**src/rtl/core/turtle_bitmap_plotter_unit_defines.svh**
```systemverilog
// Assertion macros for the turtle bitmap plotter.
`ifndef TURTLE_BITMAP_PLOTTER_UNIT_DEFINES_SVH
`define TURTLE_BITMAP_PLOTTER_UNIT_DEFINES_SVH

// Property checked on every rising clk_i edge, off while rst_ni is low.
`define TBP_ASSERT(name, prop, msg) \
  name: assert property (@(posedge clk_i) disable iff (!rst_ni) prop) else $error(msg);

// Condition that must never be true outside reset.
`define TBP_ASSERT_NEVER(name, cond, msg) \
  name: assert property (@(posedge clk_i) disable iff (!rst_ni) !(cond)) else $error(msg);

`endif

```
**src/rtl/core/tbp_pkg.sv**
```systemverilog
// Shared types and defaults of the turtle bitmap plotter.
package tbp_pkg;

  // Default geometry and move limit.
  localparam int TBP_ROWS         = 32;
  localparam int TBP_COLS         = 64;
  localparam int TBP_MAX_DISTANCE = 255;

  // Command codes; every other code is a no-op.
  typedef enum logic [3:0] {
    CMD_PEN_UP   = 4'd1,
    CMD_PEN_DOWN = 4'd2,
    CMD_RIGHT    = 4'd3,
    CMD_LEFT     = 4'd4,
    CMD_MOVE     = 4'd5,
    CMD_READ     = 4'd6
  } cmd_e;

  // Heading, clockwise order.
  typedef enum logic [1:0] {
    DIR_NORTH = 2'd0,
    DIR_EAST  = 2'd1,
    DIR_SOUTH = 2'd2,
    DIR_WEST  = 2'd3
  } dir_e;

  typedef struct packed {
    logic [3:0] mode;
    logic [7:0] distance;
    logic [4:0] read_row;
  } cmd_t;

  typedef struct packed {
    logic [63:0] row_bits;
    logic [4:0]  turtle_row;
    logic [5:0]  turtle_col;
    logic [1:0]  turtle_heading;
    logic        pen_is_down;
  } res_t;

endpackage

```
**src/rtl/core/tbp_cmd_if.sv**
```systemverilog
// Command channel: valid/ready handshake carrying one command item.
interface tbp_cmd_if;
  logic          valid;
  logic          ready;
  tbp_pkg::cmd_t data;

  modport source (output valid, output data, input ready);
  modport sink   (input valid, input data, output ready);
endinterface

```
**src/rtl/core/tbp_res_if.sv**
```systemverilog
// Result channel: valid/ready handshake carrying one result item.
interface tbp_res_if;
  logic          valid;
  logic          ready;
  tbp_pkg::res_t data;

  modport source (output valid, output data, input ready);
  modport sink   (input valid, input data, output ready);
endinterface

```
**src/rtl/core/tbp_ink_ram.sv**
```systemverilog
// Single-port bitmap memory, one row per entry, registered read data.
module tbp_ink_ram #(
  parameter int ROWS = tbp_pkg::TBP_ROWS,
  parameter int COLS = tbp_pkg::TBP_COLS,
  localparam int RW  = $clog2(ROWS)
) (
  input  logic            clk_i,
  input  logic [RW-1:0]   addr_i,
  input  logic            re_i,
  input  logic            we_i,
  input  logic [COLS-1:0] wdata_i,
  output logic [COLS-1:0] rdata_o
);

  logic [COLS-1:0] mem [ROWS];
  logic [COLS-1:0] rdata_q;

  always_ff @(posedge clk_i) begin
    if (we_i) begin
      mem[addr_i] <= wdata_i;
    end
    if (re_i) begin
      rdata_q <= mem[addr_i];
    end
  end

  assign rdata_o = rdata_q;

endmodule

```
**src/rtl/core/turtle_bitmap_plotter_unit.sv**
```systemverilog
// Top level of the turtle bitmap plotter: command sequencer around the bitmap memory.

// Turtle command engine over a ROWS x COLS one-bit bitmap held in a single-port
// memory (one row per entry, registered read). Each command item yields exactly
// one result item with the turtle's row, column, heading and pen state after
// the command; row_bits carries the requested row for a read and is zero
// otherwise. After reset the block first sweeps the memory to zero, one row per
// cycle, so it takes no command until the sweep is done. Path per command, from
// acceptance to the result register: pen and turn commands, unknown codes and
// a read of a row out of range go straight to the finish state; a read of a
// row in range waits in the read-wait state for the registered memory data; a
// move walks its steps in the step state, where each pen-down step is a
// read-modify-write of the current row through the single memory port (step
// reads, step_wr writes back). A move ends at the first step that would leave
// the bitmap, so its length is bounded both by the distance and by the bitmap
// edge. Commands are handled one at a time; the next command is taken as soon as
// the sequencer is idle, even while an earlier result still waits to be taken.
`include "turtle_bitmap_plotter_unit_defines.svh"

module turtle_bitmap_plotter_unit #(
  parameter int ROWS         = tbp_pkg::TBP_ROWS,
  parameter int COLS         = tbp_pkg::TBP_COLS,
  parameter int MAX_DISTANCE = tbp_pkg::TBP_MAX_DISTANCE
) (
  input  logic     clk_i,
  input  logic     rst_ni,
  tbp_cmd_if.sink  cmd_i,
  tbp_res_if.source res_o
);

  localparam int RW = $clog2(ROWS);
  localparam int CW = $clog2(COLS);
  localparam int SW = $clog2(MAX_DISTANCE + 1);

  typedef enum logic [2:0] {
    S_CLEAR,
    S_IDLE,
    S_STEP,
    S_STEP_WR,
    S_READ_WAIT,
    S_FINISH
  } state_e;

  state_e              state_q, state_d;
  logic [RW-1:0]       clr_q, clr_d;
  logic [RW-1:0]       pos_row_q, pos_row_d;
  logic [CW-1:0]       pos_col_q, pos_col_d;
  tbp_pkg::dir_e       head_q, head_d;
  logic                pen_q, pen_d;
  logic [SW-1:0]       steps_q, steps_d;
  logic [COLS-1:0]     bits_q, bits_d;
  logic                res_valid_q, res_valid_d;
  tbp_pkg::res_t       res_q, res_d;

  // memory port
  logic [RW-1:0]       mem_addr;
  logic                mem_re;
  logic                mem_we;
  logic [COLS-1:0]     mem_wdata;
  logic [COLS-1:0]     mem_rdata;

  // next cell in the heading direction
  logic                blocked;
  logic [RW-1:0]       nxt_row;
  logic [CW-1:0]       nxt_col;

  // command decode
  logic                rr_in_range;
  logic [RW-1:0]       rr_addr;
  logic [SW-1:0]       dist_sat;

  tbp_ink_ram #(
    .ROWS (ROWS),
    .COLS (COLS)
  ) u_ink_ram (
    .clk_i   (clk_i),
    .addr_i  (mem_addr),
    .re_i    (mem_re),
    .we_i    (mem_we),
    .wdata_i (mem_wdata),
    .rdata_o (mem_rdata)
  );

  always_comb begin
    blocked = 1'b0;
    nxt_row = pos_row_q;
    nxt_col = pos_col_q;
    unique case (head_q)
      tbp_pkg::DIR_NORTH: begin
        blocked = (pos_row_q == '0);
        nxt_row = pos_row_q - RW'(1);
      end
      tbp_pkg::DIR_EAST: begin
        blocked = (pos_col_q == CW'(COLS - 1));
        nxt_col = pos_col_q + CW'(1);
      end
      tbp_pkg::DIR_SOUTH: begin
        blocked = (pos_row_q == RW'(ROWS - 1));
        nxt_row = pos_row_q + RW'(1);
      end
      default: begin
        blocked = (pos_col_q == '0);
        nxt_col = pos_col_q - CW'(1);
      end
    endcase
  end

  assign rr_in_range = (32'(cmd_i.data.read_row) < 32'(ROWS));
  assign rr_addr     = RW'(cmd_i.data.read_row);
  // distance saturates at the move limit
  assign dist_sat    = (32'(cmd_i.data.distance) > 32'(MAX_DISTANCE)) ?
                       SW'(MAX_DISTANCE) : SW'(cmd_i.data.distance);

  assign cmd_i.ready = (state_q == S_IDLE);

  // Sequencer. Memory port use per state:
  //   clear: write zero at the sweep row
  //   idle: read the requested row for a read command
  //   step: read the current row when the pen is down
  //   step_wr: write the row back with the cell being left set
  always_comb begin
    state_d     = state_q;
    clr_d       = clr_q;
    pos_row_d   = pos_row_q;
    pos_col_d   = pos_col_q;
    head_d      = head_q;
    pen_d       = pen_q;
    steps_d     = steps_q;
    bits_d      = bits_q;
    res_valid_d = res_valid_q && !res_o.ready;
    res_d       = res_q;
    mem_addr    = pos_row_q;
    mem_re      = 1'b0;
    mem_we      = 1'b0;
    mem_wdata   = mem_rdata | (COLS'(1) << pos_col_q);

    unique case (state_q)
      S_CLEAR: begin
        mem_addr  = clr_q;
        mem_we    = 1'b1;
        mem_wdata = '0;
        if (clr_q == RW'(ROWS - 1)) begin
          state_d = S_IDLE;
        end else begin
          clr_d = clr_q + RW'(1);
        end
      end

      S_IDLE: begin
        mem_addr = rr_addr;
        if (cmd_i.valid) begin
          bits_d  = '0;
          state_d = S_FINISH;
          unique case (tbp_pkg::cmd_e'(cmd_i.data.mode))
            tbp_pkg::CMD_PEN_UP:   pen_d  = 1'b0;
            tbp_pkg::CMD_PEN_DOWN: pen_d  = 1'b1;
            tbp_pkg::CMD_RIGHT:    head_d = tbp_pkg::dir_e'(head_q + 2'd1);
            tbp_pkg::CMD_LEFT:     head_d = tbp_pkg::dir_e'(head_q + 2'd3);
            tbp_pkg::CMD_MOVE: begin
              steps_d = dist_sat;
              state_d = S_STEP;
            end
            tbp_pkg::CMD_READ: begin
              if (rr_in_range) begin
                mem_re  = 1'b1;
                state_d = S_READ_WAIT;
              end
            end
            default: ;
          endcase
        end
      end

      S_STEP: begin
        // a blocked step ends the move: heading cannot change meanwhile
        if (steps_q == '0 || blocked) begin
          state_d = S_FINISH;
        end else if (pen_q) begin
          mem_re  = 1'b1;
          state_d = S_STEP_WR;
        end else begin
          pos_row_d = nxt_row;
          pos_col_d = nxt_col;
          steps_d   = steps_q - SW'(1);
        end
      end

      S_STEP_WR: begin
        mem_we    = 1'b1;
        pos_row_d = nxt_row;
        pos_col_d = nxt_col;
        steps_d   = steps_q - SW'(1);
        state_d   = S_STEP;
      end

      S_READ_WAIT: begin
        bits_d  = mem_rdata;
        state_d = S_FINISH;
      end

      S_FINISH: begin
        // hold here while an earlier result is still stalled downstream
        if (!res_valid_q || res_o.ready) begin
          res_valid_d          = 1'b1;
          res_d.row_bits       = 64'(bits_q);
          res_d.turtle_row     = 5'(pos_row_q);
          res_d.turtle_col     = 6'(pos_col_q);
          res_d.turtle_heading = head_q;
          res_d.pen_is_down    = pen_q;
          state_d              = S_IDLE;
        end
      end

      default: state_d = S_IDLE;
    endcase
  end

  always_ff @(posedge clk_i or negedge rst_ni) begin
    if (!rst_ni) begin
      state_q     <= S_CLEAR;
      clr_q       <= '0;
      pos_row_q   <= '0;
      pos_col_q   <= '0;
      head_q      <= tbp_pkg::DIR_SOUTH;
      pen_q       <= 1'b0;
      steps_q     <= '0;
      res_valid_q <= 1'b0;
    end else begin
      state_q     <= state_d;
      clr_q       <= clr_d;
      pos_row_q   <= pos_row_d;
      pos_col_q   <= pos_col_d;
      head_q      <= head_d;
      pen_q       <= pen_d;
      steps_q     <= steps_d;
      res_valid_q <= res_valid_d;
    end
  end

  // result payload and row buffer
  always_ff @(posedge clk_i) begin
    bits_q <= bits_d;
    res_q  <= res_d;
  end

  assign res_o.valid = res_valid_q;
  assign res_o.data  = res_q;

  `TBP_ASSERT(a_pos_in_bounds, (32'(pos_row_q) < 32'(ROWS)) && (32'(pos_col_q) < 32'(COLS)), "turtle outside bitmap")
  `TBP_ASSERT_NEVER(a_ink_pen_up, mem_we && (state_q != S_CLEAR) && !pen_q, "ink written with pen up")
  `TBP_ASSERT(a_step_count, (state_q == S_STEP_WR) |=> (steps_q == $past(steps_q) - SW'(1)), "step count not decremented")
  `TBP_ASSERT(a_finish_posts, ((state_q == S_FINISH) && (state_d == S_IDLE)) |=> res_valid_q, "finished command posted no result")

endmodule
```
**src/flat_wrapper.sv**
```systemverilog
// flat-port wrapper written by rule: the top's interface ports become plain ports
module turtle_bitmap_plotter_unit_flat 
#(
  parameter int ROWS         = tbp_pkg::TBP_ROWS,
  parameter int COLS         = tbp_pkg::TBP_COLS,
  parameter int MAX_DISTANCE = tbp_pkg::TBP_MAX_DISTANCE
)
  (clk_i, rst_ni, cmd_i_valid, cmd_i_data, cmd_i_ready, res_o_valid, res_o_data, res_o_ready);
  tbp_cmd_if cmd_i_i ();
  tbp_res_if res_o_i ();
  input  logic clk_i;
  input  logic rst_ni;
  input wire logic [$bits(cmd_i_i.valid)-1:0] cmd_i_valid;
  input wire logic [$bits(cmd_i_i.data)-1:0] cmd_i_data;
  output wire logic [$bits(cmd_i_i.ready)-1:0] cmd_i_ready;
  output wire logic [$bits(res_o_i.valid)-1:0] res_o_valid;
  output wire logic [$bits(res_o_i.data)-1:0] res_o_data;
  input wire logic [$bits(res_o_i.ready)-1:0] res_o_ready;
  assign cmd_i_i.valid = cmd_i_valid;
  assign cmd_i_i.data = cmd_i_data;
  assign cmd_i_ready = cmd_i_i.ready;
  assign res_o_valid = res_o_i.valid;
  assign res_o_data = res_o_i.data;
  assign res_o_i.ready = res_o_ready;
  turtle_bitmap_plotter_unit #(.ROWS(ROWS), .COLS(COLS), .MAX_DISTANCE(MAX_DISTANCE)) u_core (.clk_i(clk_i), .rst_ni(rst_ni), .cmd_i(cmd_i_i), .res_o(res_o_i));
endmodule
```
**config.mk**
```make
export PLATFORM = sky130hd
export DESIGN_NAME = turtle_bitmap_plotter_unit_flat
export DESIGN_NICKNAME = d
export VERILOG_FILES = /design/src/rtl/core/tbp_pkg.sv /design/src/rtl/core/tbp_cmd_if.sv /design/src/rtl/core/tbp_res_if.sv /design/src/rtl/core/tbp_ink_ram.sv /design/src/rtl/core/turtle_bitmap_plotter_unit.sv /design/src/flat_wrapper.sv
export VERILOG_INCLUDE_DIRS = /design/src /design/src/rtl/core
export SDC_FILE = /design/constraint.sdc
export NUM_CORES = 2
export LEC_CHECK = 0
export BUFFER_PORTS_ARGS = -buffer_cell sky130_fd_sc_hd__buf_2
export CAP_MARGIN = 15
export CORE_MARGIN = 2
export CORE_UTILIZATION = 30
export CTS_BUF_LIST = sky130_fd_sc_hd__clkbuf_16
export DETAILED_ROUTE_END_ITERATION = 8
export GPL_TIMING_DRIVEN = 0
export PLACE_DENSITY = 0.54
export SLEW_MARGIN = 20
export SYNTH_ARGS = -nofsm -noshare
export SYNTH_HDL_FRONTEND = slang
export SYNTH_HIERARCHICAL = 1
export SYNTH_SLANG_ARGS = --single-unit
```
**constraint.sdc**
```tcl
create_clock -name clk_i -period 15.3 [get_ports clk_i]
set_input_delay 0.765 -clock clk_i [delete_from_list [all_inputs] [get_ports clk_i]]
set_output_delay 0.765 -clock clk_i [all_outputs]
set_load 0.02 [all_outputs]
```
==> impl_metrics.csv <==
group,metric,value,unit
cells_and_area,multi_input_area,0.01784,sq mm
cts,root_buffer,"clkbuf_16",
worst_setup_path,cp_max_fo,10,
worst_setup_path,slowest_delay,900,ps
synth,synthFlopType,"edfxtp_1",
synth,yosysTopAreaCell,"edfxtp_1",
placed_design,dp_hpwl,173000,um
cts,cts_buffer_depth,3,
grt,grt_max_degree,34,
route,drtIter0Drc,4578,
sta,hold_violations,0,
worst_setup_path,cp.required,15870,ps
synth,ys_seq_area_share,78.46,%
worst_setup_path,worst_setup_path_start_kind,"flop",
worst_setup_path,crit_type,"flop to flop",
sta,timing.hold.ws,192.1,ps
placed_design,post-place-ws,8914,ps
cells_and_area,nNetsFinal,5346,
worst_hold_path,holdCritPathClass,"input port to flop",
sta,setup_viol,0,
cts,clock-sinks,2285,
sta,drv_slew,0,
cts,post_cts_buffers,0,
pwr,cellPowerDensity,173.8,mW/mm^2
synth,synth.net_count,4793,
floorplanning,fp.dieW,543.3,um
cts,cts.clk_slew.worst_paths,60,ps
route,routed_wl,248200,um
cts,cts.htree.levels,4,
synth,synth_area_leaders,"edfxtp_1, mux2i_1, o22ai_1, buf_2, nor4_1",
route,routed_via_density,5.005,
sta,worstMarginPinSlew,1187,ps
grt,grt.overflow.total,0,
cells_and_area,area_growth_syn_to_layout,19.74,%
synth,netlist.area_leader.share,77.57,%
worst_setup_path,worst_ep_arrival_time,7230,ps
grt,antenna_found_initial,20,
cts,numCtsBuffers,223,
synth,synth_async_sr_flop_share,1.357,%
sta,finClkSkew,51.11,ps
worst_setup_path,cpMaxStageDelayCell,"clkbuf_1",
status,status,"complete, no violations",
synth,yosysUniqueCellTypes,63,
cells_and_area,final_layout_size_suffix_gt1_share,17.66,%
floorplanning,die-area,0.2952,sq mm
synth,syn_area_per_cell,18.33,sq um
sta,fmax,150.1,MHz
synth,ys_ff_latch,2285,
cells_and_area,design_area,0.1045,sq mm
grt,grt_use_total,16.42,%
route,drtAntennaViolNets,0,
placed_design,placed_cells,8986,
sta,rsz0062_at_grt,"no",
worst_setup_path,cp_common_cell,"buf_4",
sta,finalCritPeriodShare,43.54,%
grt,grt_pass1_wl,346900,um
floorplanning,pin_count,101,
synth,synth_warnings,6,
sta,timing.final.ws_setup,8638,ps
floorplanning,initial_core_util,30.08,%
cells_and_area,seqCellArea,0.06846,sq mm
synth,synth_area,0.08725,sq mm
cts,cts_tree,"yes",
flow_run,cap_violations,0,
route,drcViolationCount,0,
synth,synth_edf_count,2254,
floorplanning,rows,198,
sta,relSlewSlack,20.85,%
worst_setup_path,crit_chain,"clkbuf_1 -> clkbuf_1 -> mux2i_1 -> o21ai_0 -> clkbuf_1 -> buf_2 -> buf_2 -> buf_2 -> nand3_1 -> nor3_2 -> buf_4 -> buf_4 -> buf_4 -> buf_4",
route,routedWlPerCell,26.40,um
sta,period_minus_slack,6662,ps
floorplanning,die_h,543.3,um
grt,grt_pass1_vias,46432,
cts,clk_latency,870,ps
pwr,ir_drop,0.0001601,V
cells_and_area,fill_cells,26739,
route,drt_pass1_iterations,6,
synth,syn_inst,4759,
worst_setup_path,cp-end-kind,"flop",
placed_design,placed_cell_area,0.09718,sq mm
floorplanning,coreArea,0.2901,sq mm
placed_design,routabilityCongestion,0.7909,
route,vias,47059,
placed_design,port_buffers,100,
cells_and_area,fin_cells,9403,
pwr,p_leak,0.03485,uW
cell type report:
cell class,instances,area share [%]
Tap cell,3900,4.670
Clock inverter,184,1.548
Antenna cell,6,0.01437
Inverter,4,0.01437
Multi-Input combinational cell,2203,17.07
Buffer,267,1.380
Timing Repair Buffer,328,4.361
Clock buffer,226,5.413
Sequential cell,2285,65.53
power by group:
group | switching, uW | internal, uW | total [uW]
logic | 3420 | 1790 | 5210
registers | 117 | 7390 | 7510
clock network | 2350 | 3100 | 5450
synthesized netlist by cell type (all sizes together) (10+ instances only):
cell / count
mux2i: 1029
dfrtp: 30
o21ai: 18
nor2b: 10
a21oi: 74
ha: 11
clkbuf: 53
buf: 214
o22ai: 514
nor3: 18
nor2: 122
nor4: 132
nand2: 90
and2: 70
edfxtp: 2254
sequential cells by signal, summed over array words and instances (netlist names), 3 cells and up:
signal / flops
u_core/bits_q: 64
u_core/clr_q: 5
u_core/pos_col_q: 6
u_core/pos_row_q: 5
u_core/res_o.data: 78
u_core/state_q: 3
u_core/steps_q: 8
u_core/u_ink_ram/mem: 2048
u_core/u_ink_ram/rdata_o: 64
per-stage QoR:
stage / utilization [%] / setup TNS (ps) / power [uW]
6_report: 36.02 / 0 / 18160
5_1_grt: 36.01 / 0 / 18790
4_1_cts: 36.01 / 0 / 18280
3_5_place_dp: 33.50 / 0 / 12840
3_3_place_gp: 31.93 / -276.9 / 12670
2_1_floorplan: - / 0 / 10810
timing repair:
item,4_1_cts,5_1_grt
hold buffers,1,0
endpoints found under the hold margin,6,0
resized for setup,0,0
final timing paths:
check	startpoint	endpoint	slack (ps)	cells after the start
setup / recovery	u_core/state_q[0]	u_core/u_ink_ram/mem[27][53]	8640	14
hold / removal	cmd_i_data[13]	u_core/pen_q	190	2
setup reg to reg	u_core/state_q[0]	u_core/u_ink_ram/mem[27][53]	8640	14
hold reg to reg	u_core/bits_q[56]	u_core/res_o.data[70]	400	0
max in group asynchronous	rst_ni	u_core/pos_col_q[4]	14120	2
min in group asynchronous	rst_ni	u_core/pos_row_q[4]	580	2
placed cells by master (no fill, tap or decap), types with 13 or more instances in the layout:
cell type and count:
dfrtp_1 30, buf_4 53, buf_2 275, nor4_1 131, nor2_1 28, edfxtp_1 2254, bufinv_16 25, buf_12 43
clkbuf_1 51, mux2i_1 1029, nor2_2 56, clkbuf_16 226, inv_1 53, buf_8 19, buf_16 74, buf_6 72
clkinv_2 34, clkinv_1 56, a21oi_1 74, o21ai_0 13, nor2_4 38, nand2_1 90, and2_1 70, o22ai_1 514
worst max-delay path, delay by kind of cell (launching register included):
| kind | cells | cell delay, ps |
|---|---|---|
| buf+inv | 10 | 3990 |
| simple gates | 2 | 1530 |
| flops | 1 | 440 |
| compound gates | 1 | 220 |
| mux | 1 | 160 |
layer usage:
layer	wire length, um	up-vias	track usage (%)
li1	-	20348	-
met1	102300	24608	21.22
met2	120700	1692	27.70
met3	16210	403	2.654
met4	8993	8	6.022
met5	44	-	0
logic make-up after synthesis:
kind of cell / synth area share (%)
buf+inv: 1.666
xor+xnor: 0.1707
mux: 11.88
simple gates: 3.026
compound gates: 4.587
fa+ha+maj: 0.2036
flops: 78.46
Power figures use the tool's default switching activity.
